## src/hdl/s1s_pkg.sv

```systemverilog
`default_nettype none
// ----------------------------------------------------------------------------
// s1s_pkg
// Types, constants and helper functions shared by the seed derivation block.
// ----------------------------------------------------------------------------
package s1s_pkg;

  localparam int unsigned NumRounds  = 80;
  localparam int unsigned CfgIdxW    = 3;
  localparam int unsigned CfgDataW   = 48;
  localparam int unsigned CfgHoldCyc = 4;

  localparam logic [63:0] LcgMul  = 64'h5d588b656c078965;
  localparam logic [63:0] LcgAdd  = 64'h0000000000269ec3;
  localparam logic [31:0] KeyBase = 32'hff2f0000;
  localparam logic [31:0] PadWord = 32'h80000000;
  localparam logic [31:0] LenWord = 32'h000001a0;
  localparam logic [16:0] HalfDay = 17'd43200;

  localparam logic [31:0] IvA = 32'h67452301;
  localparam logic [31:0] IvB = 32'hefcdab89;
  localparam logic [31:0] IvC = 32'h98badcfe;
  localparam logic [31:0] IvD = 32'h10325476;
  localparam logic [31:0] IvE = 32'hc3d2e1f0;

  localparam logic [31:0] K0 = 32'h5a827999;
  localparam logic [31:0] K1 = 32'h6ed9eba1;
  localparam logic [31:0] K2 = 32'h8f1bbcdc;
  localparam logic [31:0] K3 = 32'hca62c1d6;

  typedef enum logic [CfgIdxW-1:0] {
    REG_LANG  = 3'd0,
    REG_VER   = 3'd1,
    REG_CONS  = 3'd2,
    REG_MAC   = 3'd3,
    REG_YEAR  = 3'd4,
    REG_MONTH = 3'd5,
    REG_DAY   = 3'd6,
    REG_KEY   = 3'd7
  } cfg_reg_e;

  typedef struct packed {
    logic [6:0]  v_frame;
    logic [6:0]  gx_status;
    logic [15:0] timer_zero;
    logic [7:0]  vertical_count;
    logic [5:0]  second_of_minute;
    logic [4:0]  hour_of_day;
    logic [5:0]  minute_of_hour;
  } req_t;

  typedef struct packed {
    logic [31:0] seed_low;
    logic [31:0] seed_high;
  } res_t;

  // message words that follow from configuration only
  typedef struct packed {
    logic [31:0] w0;
    logic [31:0] w1;
    logic [31:0] w2;
    logic [31:0] w3;
    logic [31:0] w4;
    logic [31:0] w6;
    logic [31:0] w7;
    logic [31:0] w8;
    logic [31:0] w12;
    logic        pm_clear;
  } static_words_t;

  typedef struct packed {
    logic [31:0] a;
    logic [31:0] b;
    logic [31:0] c;
    logic [31:0] d;
    logic [31:0] e;
  } sha_state_t;

  typedef logic [15:0][31:0] msg_win_t;

  // rows of {base, alternate base, sequel word0, sequel word1}, index {lang, version}
  localparam logic [31:0] RomTab [28][4] = '{
    '{32'h022160b0, 32'h02760190, 32'h0, 32'h0},
    '{32'h022160d0, 32'h027601b0, 32'h0, 32'h0},
    '{32'h02200010, 32'h027a5f70, 32'h0209aee8, 32'h02039de9},
    '{32'h02200050, 32'h027a5e90, 32'h0209af28, 32'h02039e15},
    '{32'h02216070, 32'h027601f0, 32'h0, 32'h0},
    '{32'h02216070, 32'h027601f0, 32'h0, 32'h0},
    '{32'h021fffd0, 32'h027a6070, 32'h0209aea8, 32'h02039db9},
    '{32'h021ffff0, 32'h027a5fb0, 32'h0209aec8, 32'h02039de5},
    '{32'h02216030, 32'h02760230, 32'h0, 32'h0},
    '{32'h02216050, 32'h02760250, 32'h0, 32'h0},
    '{32'h02200030, 32'h027a5f90, 32'h0209af08, 32'h02039df9},
    '{32'h02200050, 32'h027a5ef0, 32'h0209af28, 32'h02039e25},
    '{32'h02215fb0, 32'h027601d0, 32'h0, 32'h0},
    '{32'h02215fd0, 32'h027601d0, 32'h0, 32'h0},
    '{32'h021fff10, 32'h027a5f70, 32'h0209ade8, 32'h02039d69},
    '{32'h021fff50, 32'h027a5ed0, 32'h0209ae28, 32'h02039d95},
    '{32'h02215ff0, 32'h027602f0, 32'h0, 32'h0},
    '{32'h02216010, 32'h027602f0, 32'h0, 32'h0},
    '{32'h021fff50, 32'h027a6110, 32'h0209ae28, 32'h02039d69},
    '{32'h021fff70, 32'h027a6010, 32'h0209ae48, 32'h02039d95},
    '{32'h02215f10, 32'h02761150, 32'h0, 32'h0},
    '{32'h02215f30, 32'h02761150, 32'h0, 32'h0},
    '{32'h021ff9b0, 32'h027aa730, 32'h0209a8dc, 32'h02039ac9},
    '{32'h021ff9d0, 32'h027aa5f0, 32'h0209a8fc, 32'h02039af5},
    '{32'h022167b0, 32'h02761150, 32'h0, 32'h0},
    '{32'h022167b0, 32'h02761150, 32'h0, 32'h0},
    '{32'h02200750, 32'h02200770, 32'h0209b60c, 32'h0203a4d5},
    '{32'h02200770, 32'h027a57b0, 32'h0209b62c, 32'h0203a501}
  };

  function automatic logic [31:0] bswap32(input logic [31:0] x);
    return {x[7:0], x[15:8], x[23:16], x[31:24]};
  endfunction

  // tens in the high nibble, units in the low nibble; v below 128
  function automatic logic [7:0] to_bcd8(input logic [6:0] v);
    logic [17:0] prod;
    logic [3:0]  tens;
    logic [6:0]  units;
    prod  = {11'd0, v} * 18'd205;
    tens  = prod[14:11];
    units = v - 7'(tens) * 7'd10;
    return {tens, units[3:0]};
  endfunction

endpackage
`default_nettype wire

```

## src/hdl/s1s_round.sv

```systemverilog
`default_nettype none
// ----------------------------------------------------------------------------
// s1s_round
// One registered SHA-1 round with its message schedule step.
// ----------------------------------------------------------------------------
module s1s_round #(
  parameter int unsigned RoundIdx = 0
) (
  input  wire logic               clk_i,
  input  wire logic               rst_ni,
  input  wire logic               valid_i,
  input       s1s_pkg::sha_state_t st_i,
  input       s1s_pkg::msg_win_t  win_i,
  output      logic               valid_o,
  output      s1s_pkg::sha_state_t st_o,
  output      s1s_pkg::msg_win_t  win_o
);
  import s1s_pkg::*;

  localparam int unsigned Phase = RoundIdx / 20;

  logic [31:0] f, k, t, wnew;
  sha_state_t  st_d, st_q;
  msg_win_t    win_d, win_q;
  logic        valid_q;

  always_comb begin
    case (Phase)
      0: begin
        f = (st_i.b & st_i.c) | (~st_i.b & st_i.d);
        k = K0;
      end
      1: begin
        f = st_i.b ^ st_i.c ^ st_i.d;
        k = K1;
      end
      2: begin
        f = (st_i.b & st_i.c) | (st_i.b & st_i.d) | (st_i.c & st_i.d);
        k = K2;
      end
      default: begin
        f = st_i.b ^ st_i.c ^ st_i.d;
        k = K3;
      end
    endcase
    t      = {st_i.a[26:0], st_i.a[31:27]} + f + st_i.e + k + win_i[0];
    st_d.a = t;
    st_d.b = st_i.a;
    st_d.c = {st_i.b[1:0], st_i.b[31:2]};
    st_d.d = st_i.c;
    st_d.e = st_i.d;
    wnew   = win_i[13] ^ win_i[8] ^ win_i[2] ^ win_i[0];
    win_d  = {{wnew[30:0], wnew[31]}, win_i[15:1]};
  end

  always_ff @(posedge clk_i or negedge rst_ni) begin
    if (!rst_ni) begin
      valid_q <= 1'b0;
    end else begin
      valid_q <= valid_i;
    end
  end

  always_ff @(posedge clk_i) begin
    st_q  <= st_d;
    win_q <= win_d;
  end

  assign valid_o = valid_q;
  assign st_o    = st_q;
  assign win_o   = win_q;

endmodule
`default_nettype wire

```

## config.mk

```make
export PLATFORM = sky130hd
export DESIGN_NAME = s1s_round
export DESIGN_NICKNAME = d
export VERILOG_FILES = /design/src/hdl/s1s_pkg.sv /design/src/hdl/s1s_round.sv
export SDC_FILE = /design/constraint.sdc
export NUM_CORES = 1
export LEC_CHECK = 0
export BUFFER_PORTS_ARGS = -buffer_cell sky130_fd_sc_hd__buf_4
export CAP_MARGIN = 20
export CORE_AREA = 2 2 530 532
export CTS_BUF_LIST = sky130_fd_sc_hd__clkbuf_4
export CTS_CLUSTER_DIAMETER = 200
export DETAILED_ROUTE_END_ITERATION = 16
export DIE_AREA = 0 0 532 534
export GPL_TIMING_DRIVEN = 0
export PLACE_DENSITY_LB_ADDON = 0.1
export SLEW_MARGIN = 10
export SYNTH_ARGS = -nofsm -noshare
export SYNTH_HDL_FRONTEND = slang
export SYNTH_SLANG_ARGS = --single-unit
```

## constraint.sdc

```tcl
create_clock -name clk_i -period 0.8 [get_ports clk_i]
set_input_delay 0.04 -clock clk_i [delete_from_list [all_inputs] [get_ports clk_i]]
set_output_delay 0.04 -clock clk_i [all_outputs]
set_load 0.01 [all_outputs]
```

==> impl_metrics.env, run 1 <==
export IMPL_port_buffers=1347
export IMPL_post_place_cells=6405
export IMPL_syn_area_mm2=0.0188
export IMPL_ys_warn_count=0
export IMPL_hold_buffers=1360
export IMPL_post_dp_hpwl_um=144000
export IMPL_synth_top_flop_cell="dfxtp_1"
export IMPL_synth_seq_cells=673
export IMPL_cts_buffers=225
export IMPL_yosysSeqAreaShare_pct=71.5
export IMPL_die_w_um=532
export IMPL_start_util_pct=6.77
export IMPL_synth_edff_count=0
export IMPL_cts_setup_buffers=26
export IMPL_cts_resized=1265
export IMPL_io_pins=1348
export IMPL_rows=194
export IMPL_cts_max_path_buffers=4
export IMPL_clock_sinks=673
export IMPL_h_tree_depth=4
export IMPL_status="did not finish"
export IMPL_synthCells=1334
export IMPL_synth_async_sr_flop_share_pct=0.149
export IMPL_dp_slack_ns=-3.56
export IMPL_syn_nets=2133
export IMPL_synth_avg_cell_area_um2=14.1
export IMPL_error="[ERROR RSZ-0060] Max buffer count reached."
export IMPL_netlist_cell_type_count=59
export IMPL_stop_stage="4_1_cts"
export IMPL_die_h_um=534
export IMPL_place_gp_congestion=0.804
export IMPL_cts_root_buf="clkbuf_4"
## synth_stat cells (9+ instances only)
library cell | instances | area share, %
mux2i_1 | 10 | 0.53
ha_1 | 63 | 4.2
nand4_1 | 9 | 0.30
xor2_1 | 39 | 1.8
o21ai_0 | 17 | 0.45
nand2_1 | 27 | 0.54
nor2_1 | 17 | 0.34
fa_1 | 61 | 6.5
mux2_2 | 23 | 1.4
inv_1 | 168 | 3.3
a21o_1 | 14 | 0.56
nand3_1 | 9 | 0.24
xnor2_1 | 86 | 4.0
a21oi_1 | 34 | 0.90
dfxtp_1 | 672 | 71
## cell families after synthesis
logic type	share of synthesized area (%)
DFF	71.5
xor gates and xnor gates	5.81
AOI/OAI and AO/OA	3.61
buffers and inverters	3.74
muxes	1.97
and+or+nand+nor	2.67
adders and majority gates	10.7
## through the flow
stage,area [µm²],utilization (%)
after detailed placement,34100,12.2
after global placement,34100,12.2
after floorplan,19300,-
==> run 2, diff against run 1 <==
--- a/config.mk
+++ b/config.mk
@@ -7,13 +7,11 @@
 export LEC_CHECK = 0
 export BUFFER_PORTS_ARGS = -buffer_cell sky130_fd_sc_hd__buf_4
 export CAP_MARGIN = 20
-export CORE_AREA = 2 2 530 532
-export CTS_BUF_LIST = sky130_fd_sc_hd__clkbuf_4
-export CTS_CLUSTER_DIAMETER = 200
+export CORE_AREA = 2 2 528 530
 export DETAILED_ROUTE_END_ITERATION = 16
-export DIE_AREA = 0 0 532 534
+export DIE_AREA = 0 0 530 532
 export GPL_TIMING_DRIVEN = 0
-export PLACE_DENSITY_LB_ADDON = 0.1
+export PLACE_DENSITY_LB_ADDON = 0.15
 export SLEW_MARGIN = 10
 export SYNTH_ARGS = -nofsm -noshare
 export SYNTH_HDL_FRONTEND = slang
==> run 2 against run 1 <==
Net effect: the flow now finishes, with violations (negative hold slack, negative setup slack); area after synthesis unchanged; synthesized cell count unchanged.
==> impl_metrics.env, run 2 <==
export IMPL_track_usage_pct=11.9
export IMPL_hold_viol_final=3
export IMPL_path_clk_slew_ns=0.06
export IMPL_wire_per_inst_um=21.7
export IMPL_worstMarginPinSlew_ns=0.742
export IMPL_grt_max_degree=16
export IMPL_rows=193
export IMPL_status="finished, violations left"
export IMPL_post_dp_hpwl_um=144000
export IMPL_antenna_found_initial=90
export IMPL_hold_depth=1
export IMPL_vias=21000
export IMPL_use_met1_pct=13.3
export IMPL_grt_pass1_vias=23100
export IMPL_path_depth=16
export IMPL_path_common_cell="buf_6"
export IMPL_post_route_period_util_pct=329
export IMPL_port_buffers=1347
export IMPL_die_w_um=530
export IMPL_synth_area_top_cells="dfxtp_1 (71%), fa_1 (6.5%), ha_1 (4.2%), xnor2_1 (4.0%), inv_1 (3.3%)"
export IMPL_hold_path_endpoint="st_o[123]$_DFF_P_"
export IMPL_yosysSeqAreaShare_pct=71.5
export IMPL_layout_common_cells="dlygate4sd3_1 (1,248), buf_4 (692), buf_6 (653), dfxtp_2 (653), inv_1 (129)"
export IMPL_largest_register_ffs=512
export IMPL_vdd_ir_drop_max_uv=1560
export IMPL_synthCells=1334
export IMPL_rsz0062_at_grt="true"
export IMPL_hp_start="st_i[155]"
export IMPL_critical_path_slowest_cell="fa_2"
export IMPL_max_slew_margin_rel_pct=50.2
export IMPL_grt_ovfl_total=0
export IMPL_avgViaCountPerCell=2.66
export IMPL_ys_warn_count=0
export IMPL_start_util_pct=6.83
export IMPL_drv_slew=0
export IMPL_cts_buffers=102
export IMPL_synth_most_common_cell="dfxtp_1"
export IMPL_nNetsFinal=4881
export IMPL_critPathBufInv=6
export IMPL_synth_async_sr_flop_share_pct=0.149
export IMPL_start_kind="input pin"
export IMPL_violations="negative hold slack, negative setup slack"
export IMPL_top_usage_layer="met2"
export IMPL_tns_ns=-368.52
export IMPL_power_mw=129
export IMPL_synth_commonest_cells="dfxtp_1 (672), inv_1 (168), xnor2_1 (86)"
export IMPL_leakage_nw=23.3
export IMPL_cts_root_buf="clkbuf_16"
export IMPL_place_gp_congestion=0.828
export IMPL_drive_above_1_share_pct=59.0
export IMPL_fmax_mhz=380
export IMPL_grt_first_pass_wirelength_um=222000
export IMPL_required_ns=1.49
export IMPL_clock_sinks=673
export IMPL_setup_ws_ns=-1.83
export IMPL_antenna_left=0
export IMPL_hp_class="in -> reg"
export IMPL_place_area_mm2=0.0340
export IMPL_slowest_delay_ns=0.55
export IMPL_final_common_cell="dlygate4sd3_1"
export IMPL_syn_area_mm2=0.0188
export IMPL_synth_top_area_share_pct=71.4
export IMPL_gr_usage_met3_pct=4.42
export IMPL_tritoncts="yes"
export IMPL_die_h_um=532
export IMPL_drt_wl_total_um=172000
export IMPL_cts_max_path_buffers=4
export IMPL_dr_pass1_iters=4
export IMPL_critPathCaptureType="flop"
export IMPL_yosys_area_top_type="dfxtp_1"
export IMPL_io_pins=1348
export IMPL_cp_top_family="adder cells"
export IMPL_synth_seq_cells=673
export IMPL_synth_avg_cell_area_um2=14.1
export IMPL_coreArea_mm2=0.276
export IMPL_critPathArrivalTime_ns=3.32
export IMPL_timing_hold_ws_ns=-0.617
export IMPL_syn_nets=2133
export IMPL_h_tree_depth=3
export IMPL_maxCapViolations=0
export IMPL_min_period_ns=2.63
export IMPL_cp_max_fo=8
export IMPL_crit_type="in -> reg"
export IMPL_synth_top_flop_cell="dfxtp_1"
export IMPL_dieArea_mm2=0.282
export IMPL_drt_iter0_drc=548
export IMPL_area_growth_pct=193
export IMPL_synth_edff_count=0
export IMPL_drcViolationCount=0
export IMPL_met2_usage_pct=20.8
export IMPL_fin_area_mm2=0.0552
export IMPL_setup_viol=704
export IMPL_power_density_mw_per_mm2=2330
export IMPL_netlist_cell_type_count=59
export IMPL_path_cells="buf_6 > inv_4 > fa_2 > inv_2 > fa_2 > ha_4 > ha_4 > buf_6 > nand4_1 > buf_6 > nor2_4 > nand4_1 > buf_6 > a31oi_4 > mux2_4 > and4_1"
[run 2: power by group]
part / leakage (nW) / switching, mW / total, mW / internal, mW
registers: 5.69 / 1.43 / 38.5 / 37.1
logic: 15.9 / 19.3 / 41.3 / 22.0
clock network: 1.75 / 18.9 / 49.1 / 30.2
[run 2: worst max-delay path by stage]
stage	start	endpoint	slack (ns)
6_report	st_i[16]	st_o[155]$_DFF_P_	-1.83
3_3_place_gp	st_i[114]	st_o[155]$_DFF_P_	-3.39
3_5_place_dp	st_i[114]	st_o[155]$_DFF_P_	-3.38
5_1_grt	st_i[16]	st_o[155]$_DFF_P_	-1.88
2_1_floorplan	st_i[16]	st_o[155]$_DFF_P_	-2.22
4_1_cts	st_i[16]	st_o[155]$_DFF_P_	-1.80
[run 2: repair_timing]
| action | 4_1_cts | 5_1_grt |
|---|---|---|
| endpoints found under the hold margin | 654 | 11 |
| setup endpoints to repair | 704 | 707 |
| pin swaps | 64 | 60 |
| hold buffers | 1246 | 6 |
| buffers inserted | 37 | 13 |
| gates resized for setup | 1479 | 143 |
[run 2: cell families after synthesis]
family	Yosys count	share of synthesized area, %
mux	34	1.97
buf+inv	179	3.74
simple gates	96	2.67
flops	673	71.5
compound gates	103	3.61
xor+xnor	125	5.81
fa+ha+maj	124	10.7
[run 2: layout make-up]
type	count	area, µm²
Antenna cell	52	130
Buffer	9	104
Clock buffer	138	2900
Clock inverter	46	684
Fill cell	30300	221000
Inverter	168	686
Multi-Input combinational cell	482	5800
Sequential cell	673	14300
Tap cell	3705	4640
Timing Repair Buffer	2646	25900
[run 2: stage by stage]
step                cells  setup WS [ns]  utilization, %
global placement     6386          -3.39            12.3
CTS                  7853          -1.80            19.8
floorplan            1334          -2.22               -
finish               7919          -1.83            20.0
detailed placement   6386          -3.38            12.3
global route         7905          -1.88            20.0
[run 2: routing by layer]
| layer | wire [µm] | share of wire [%] |
|---|---|---|
| met2 | 84000 | 49 |
| met5 | 172 | 0.10 |
| met3 | 16300 | 9.5 |
| met1 | 66000 | 38 |
| met4 | 5630 | 3.3 |
No activity file was read; power rests on OpenSTA's default activity.
==> run 3, diff against run 2 <==
==> constraint.sdc (replaced) <==
create_clock -name clk_i -period 0.8 [get_ports clk_i]
set_input_delay 0.04 -clock clk_i [delete_from_list [all_inputs] [get_ports clk_i]]
set_output_delay 0.04 -clock clk_i [all_outputs]
set_load 0.005 [all_outputs]
==> run 3 against run 2 <==
Net effect: global-route usage hardly changed; critical endpoint is now st_o[157]$_DFF_P_; power is 1.3% lower; wire length is 0.24% lower; core utilization is 0.11 points lower; non-clock buffer count is 3 lower; flip-flop and latch count stayed put; sequential power hardly changed; via count is 0.21% lower; worst setup slack better by 0.0048 ns; worst hold slack better by 0.00074 ns; cell count stayed put; the flow still finishes with violations (negative hold slack, negative setup slack).
==> impl_metrics.env, run 3 (synthesis gave the netlist of run 2 again) <==
export IMPL_grt_first_pass_wirelength_um=221000
export IMPL_rsz0062_at_grt="true"
export IMPL_port_buffers=1347
export IMPL_leakage_nw=23.2
export IMPL_post_route_period_util_pct=328
export IMPL_max_slew_margin_rel_pct=50.2
export IMPL_h_tree_depth=3
export IMPL_power_mw=127
export IMPL_grt_pass1_vias=23100
export IMPL_grt_ovfl_total=0
export IMPL_path_clk_slew_ns=0.06
export IMPL_timing_hold_ws_ns=-0.616
export IMPL_cp_max_fo=8
export IMPL_drv_slew=0
export IMPL_cts_root_buf="clkbuf_16"
export IMPL_final_util_pct=19.9
export IMPL_final_common_cell="dlygate4sd3_1"
export IMPL_die_w_um=530
export IMPL_vias=21000
export IMPL_min_period_ns=2.63
export IMPL_status="finished, violations left"
export IMPL_track_usage_pct=11.8
export IMPL_setup_ws_ns=-1.83
export IMPL_grt_max_degree=16
export IMPL_coreArea_mm2=0.276
export IMPL_setup_viol=705
export IMPL_antenna_found_initial=91
export IMPL_cts_max_path_buffers=4
export IMPL_wire_per_inst_um=21.7
export IMPL_post_dp_hpwl_um=144000
export IMPL_start_kind="input pin"
export IMPL_drt_iter0_drc=484
export IMPL_worstMarginPinSlew_ns=0.742
export IMPL_drcViolationCount=0
export IMPL_area_growth_pct=191
export IMPL_tritoncts="yes"
export IMPL_fmax_mhz=381
export IMPL_die_h_um=532
export IMPL_clock_sinks=673
export IMPL_drt_wl_total_um=172000
export IMPL_hold_viol_final=3
export IMPL_fin_area_mm2=0.0549
export IMPL_num_fill_cells=30300
export IMPL_dr_pass1_iters=4
export IMPL_start_util_pct=6.83
export IMPL_drive_above_1_share_pct=58.1
export IMPL_crit_type="in -> reg"
export IMPL_power_density_mw_per_mm2=2320
export IMPL_io_pins=1348
export IMPL_largest_register_ffs=512
export IMPL_nNetsFinal=4878
export IMPL_required_ns=1.51
export IMPL_tns_ns=-363.79
export IMPL_place_gp_congestion=0.828
export IMPL_layout_common_cells="dlygate4sd3_1 (1,248), buf_4 (715), buf_6 (655)"
export IMPL_place_area_mm2=0.0340
export IMPL_hp_class="in -> reg"
export IMPL_critPathCaptureType="flop"
export IMPL_avgViaCountPerCell=2.65
export IMPL_vdd_ir_drop_max_uv=1540
export IMPL_maxCapViolations=0
export IMPL_violations="negative hold slack, negative setup slack"
export IMPL_cts_buffers=102
export IMPL_dieArea_mm2=0.282
export IMPL_rows=193
export IMPL_antenna_left=0
export IMPL_critPathArrivalTime_ns=3.34
-- run 3: timing repair --
item                                    in CTS  in global routing
hold endpoints to repair                   654                 10
resized for setup                         1233                292
setup buffers                               37                 10
pin swaps                                   64                 55
hold buffers                              1246                  6
endpoints found under the setup margin     704                707
gates cloned                                 0                  0
-- run 3: final timing paths --
kind | from | end | depth (start not counted)
setup / recovery | st_i[16] | st_o[157]$_DFF_P_ | 14
hold / removal | st_i[155] | st_o[123]$_DFF_P_ | 1
max in group asynchronous | rst_ni | valid_o$_DFF_PN0_ | 4
min in group asynchronous | rst_ni | valid_o$_DFF_PN0_ | 4
-- run 3: critical path, stage by stage --
cell      delay [ns]
buf_6           0.07
inv_2           0.03
fa_2            0.56
inv_2           0.04
fa_2            0.54
ha_4            0.22
ha_4            0.21
buf_6           0.14
a21oi_1         0.37
o21ai_1         0.25
a21oi_2         0.33
o21a_1          0.18
a21oi_1         0.11
a211oi_4        0.24
-- run 3: layout make-up --
type / count / area (µm²) / share of cell area [%]
Timing Repair Buffer: 2643 / 25700 / 46.8
Sequential cell: 673 / 14300 / 26.0
Multi-Input combinational cell: 482 / 5790 / 10.5
Tap cell: 3705 / 4640 / 8.45
Clock buffer: 138 / 2900 / 5.28
Inverter: 168 / 686 / 1.25
Clock inverter: 46 / 684 / 1.25
Antenna cell: 55 / 138 / 0.251
Buffer: 9 / 104 / 0.189
-- run 3: power by group --
group / switching (mW) / internal, mW
logic: 18.1 / 21.6
clock network: 18.9 / 30.2
registers: 1.39 / 37.0
total: 38.3 / 88.9
-- run 3: layer usage --
metal / GRT usage [%] / share of wire (%) / vias up
li1: - / - / 9800
met1: 13.2 / 39 / 10000
met2: 20.6 / 49 / 936
met3: 4.42 / 9.0 / 220
met4: 3.70 / 3.3 / 30
met5: 0 / 0.11 / -
-- run 3: through the flow --
stage | hold slack [ns] | std cells | setup WS, ns
after floorplan | -0.256 | 1334 | -2.22
after global placement | -0.184 | 6386 | -3.39
after detailed placement | -0.184 | 6386 | -3.38
after CTS | -0.718 | 7853 | -1.80
after global routing | -0.684 | 7899 | -1.87
final | -0.616 | 7919 | -1.83
==> run 4, diff against run 3 <==
==> constraint.sdc (replaced) <==
create_clock -name clk_i -period 3 [get_ports clk_i]
set_input_delay 0.15 -clock clk_i [delete_from_list [all_inputs] [get_ports clk_i]]
set_output_delay 0.15 -clock clk_i [all_outputs]
set_load 0.005 [all_outputs]
==> run 4 against run 3 <==
Net effect: the run ends with negative setup slack left; first-iteration DRC count grew 9.5%; wire length fell by 2.5%; worst hold slack improved by 0.69 ns; non-clock buffer count fell by 94; clock-buffer cell count rose by 4; worst setup slack improved by 1.8 ns; sequential power down 74%.
==> impl_metrics.env, run 4 (synthesis gave the netlist of run 2 again) <==
export IMPL_io_pins=1348
export IMPL_setup_ws_ns=-0.0189
export IMPL_status="finished, violations left"
export IMPL_post_route_period_util_pct=101
export IMPL_violations="negative setup slack"
export IMPL_cts_buffers=102
export IMPL_final_cells=7819
export IMPL_drcViolationCount=0
export IMPL_tritoncts="yes"
export IMPL_antenna_left=0
export IMPL_port_buffers=1347
export IMPL_cp_max_fo=3
export IMPL_required_ns=3.67
export IMPL_h_tree_depth=3
export IMPL_dr_pass1_iters=4
export IMPL_cts_max_path_buffers=4
export IMPL_tns_ns=-0.0189
export IMPL_drive_above_1_share_pct=40.3
export IMPL_start_util_pct=6.83
export IMPL_critPathArrivalTime_ns=3.69
export IMPL_die_h_um=532
export IMPL_post_dp_hpwl_um=141000
export IMPL_area_growth_pct=163
export IMPL_maxCapViolations=0
export IMPL_avgViaCountPerCell=2.62
export IMPL_timing_hold_ws_ns=0.0698
export IMPL_grt_ovfl_total=0
export IMPL_drv_slew=0
export IMPL_largest_register_ffs=512
export IMPL_antenna_found_initial=78
export IMPL_max_slew_margin_rel_pct=38.7
export IMPL_fin_area_mm2=0.0495
export IMPL_place_area_mm2=0.0337
export IMPL_vias=20500
export IMPL_grt_max_degree=17
export IMPL_nNetsFinal=4784
export IMPL_fmax_mhz=331
export IMPL_final_common_cell="buf_4"
export IMPL_grt_pass1_vias=22400
export IMPL_layout_common_cells="buf_4 (1,357), dlygate4sd3_1 (1,186), dfxtp_1 (672)"
export IMPL_drt_iter0_drc=530
export IMPL_dieArea_mm2=0.282
export IMPL_coreArea_mm2=0.276
export IMPL_die_w_um=530
export IMPL_cts_root_buf="clkbuf_16"
export IMPL_crit_type="in -> reg"
export IMPL_min_period_ns=3.02
export IMPL_post_place_cells=6386
export IMPL_hold_viol_final=0
export IMPL_vdd_ir_drop_max_uv=392
export IMPL_grt_first_pass_wirelength_um=215000
export IMPL_worstMarginPinSlew_ns=0.912
export IMPL_rows=193
export IMPL_setup_viol=1
export IMPL_wire_per_inst_um=21.4
export IMPL_power_mw=31.1
export IMPL_place_gp_congestion=0.806
export IMPL_path_clk_slew_ns=0.06
export IMPL_track_usage_pct=11.5
export IMPL_rsz0062_at_grt="true"
export IMPL_leakage_nw=21.7
export IMPL_start_kind="input pin"
export IMPL_critPathCaptureType="flop"
export IMPL_hp_class="in -> reg"
export IMPL_drt_wl_total_um=167000
export IMPL_clock_sinks=673
export IMPL_power_density_mw_per_mm2=627
-- run 4: critical path, stage by stage --
cell and delay [ns]:
buf_8 0.11, inv_4 0.04, fa_2 0.47, fa_1 0.53, inv_1 0.05, ha_1 0.30
ha_4 0.15, inv_2 0.04, fa_2 0.38, nand2b_4 0.18, a21oi_4 0.24, o2111ai_4 0.23
a31oi_4 0.33, mux2_4 0.33, and4_4 0.16
-- run 4: cell type report --
type / count / area, µm²
Fill cell: 30700 / 226000
Tap cell: 3705 / 4640
Timing Repair Buffer: 2547 / 22100
Inverter: 168 / 639
Clock inverter: 39 / 457
Buffer: 11 / 101
Multi-Input combinational cell: 482 / 5070
Sequential cell: 673 / 13500
Clock buffer: 142 / 2910
Antenna cell: 52 / 130
-- run 4: metal layers --
| metal | wire, µm | GRT usage [%] | up-vias |
|---|---|---|---|
| met3 | 15400 | 4.02 | 195 |
| met1 | 64900 | 13.1 | 9693 |
| li1 | - | - | 9608 |
| met4 | 4240 | 3.12 | 30 |
| met2 | 82700 | 20.2 | 944 |
| met5 | 170 | 0 | - |
-- run 4: metrics by stage --
stage	setup WS [ns]	util, %
2_1_floorplan	-0.169	-
3_3_place_gp	-1.76	12.2
3_5_place_dp	-1.78	12.2
4_1_cts	0.00614	17.8
5_1_grt	-0.0273	17.9
6_report	-0.0189	18.0
-- run 4: worst paths after layout --
check                      startpoint                end  depth (start not counted)
min                        win_i[111]  win_o[79]$_DFF_P_                          2
max                          win_i[1]  st_o[155]$_DFF_P_                         15
max in group asynchronous      rst_ni  valid_o$_DFF_PN0_                          3
min in group asynchronous      rst_ni  valid_o$_DFF_PN0_                          3
-- run 4: power breakdown --
| part | internal (mW) | leakage [nW] | switching, mW |
|---|---|---|---|
| clock | 7.37 | 1.64 | 5.06 |
| combinational | 4.39 | 14.4 | 4.26 |
| sequential | 9.73 | 5.68 | 0.232 |
| total | 21.5 | 21.7 | 9.56 |
-- run 4: timing repair --
item                                   4_1_cts  5_1_grt
resized for setup                           28       53
buffers inserted                             8        6
setup endpoints to repair                   10        8
hold buffers                              1186        0
pin swaps                                    9       21
cloned                                       0        0
endpoints found under the hold margin      645        0
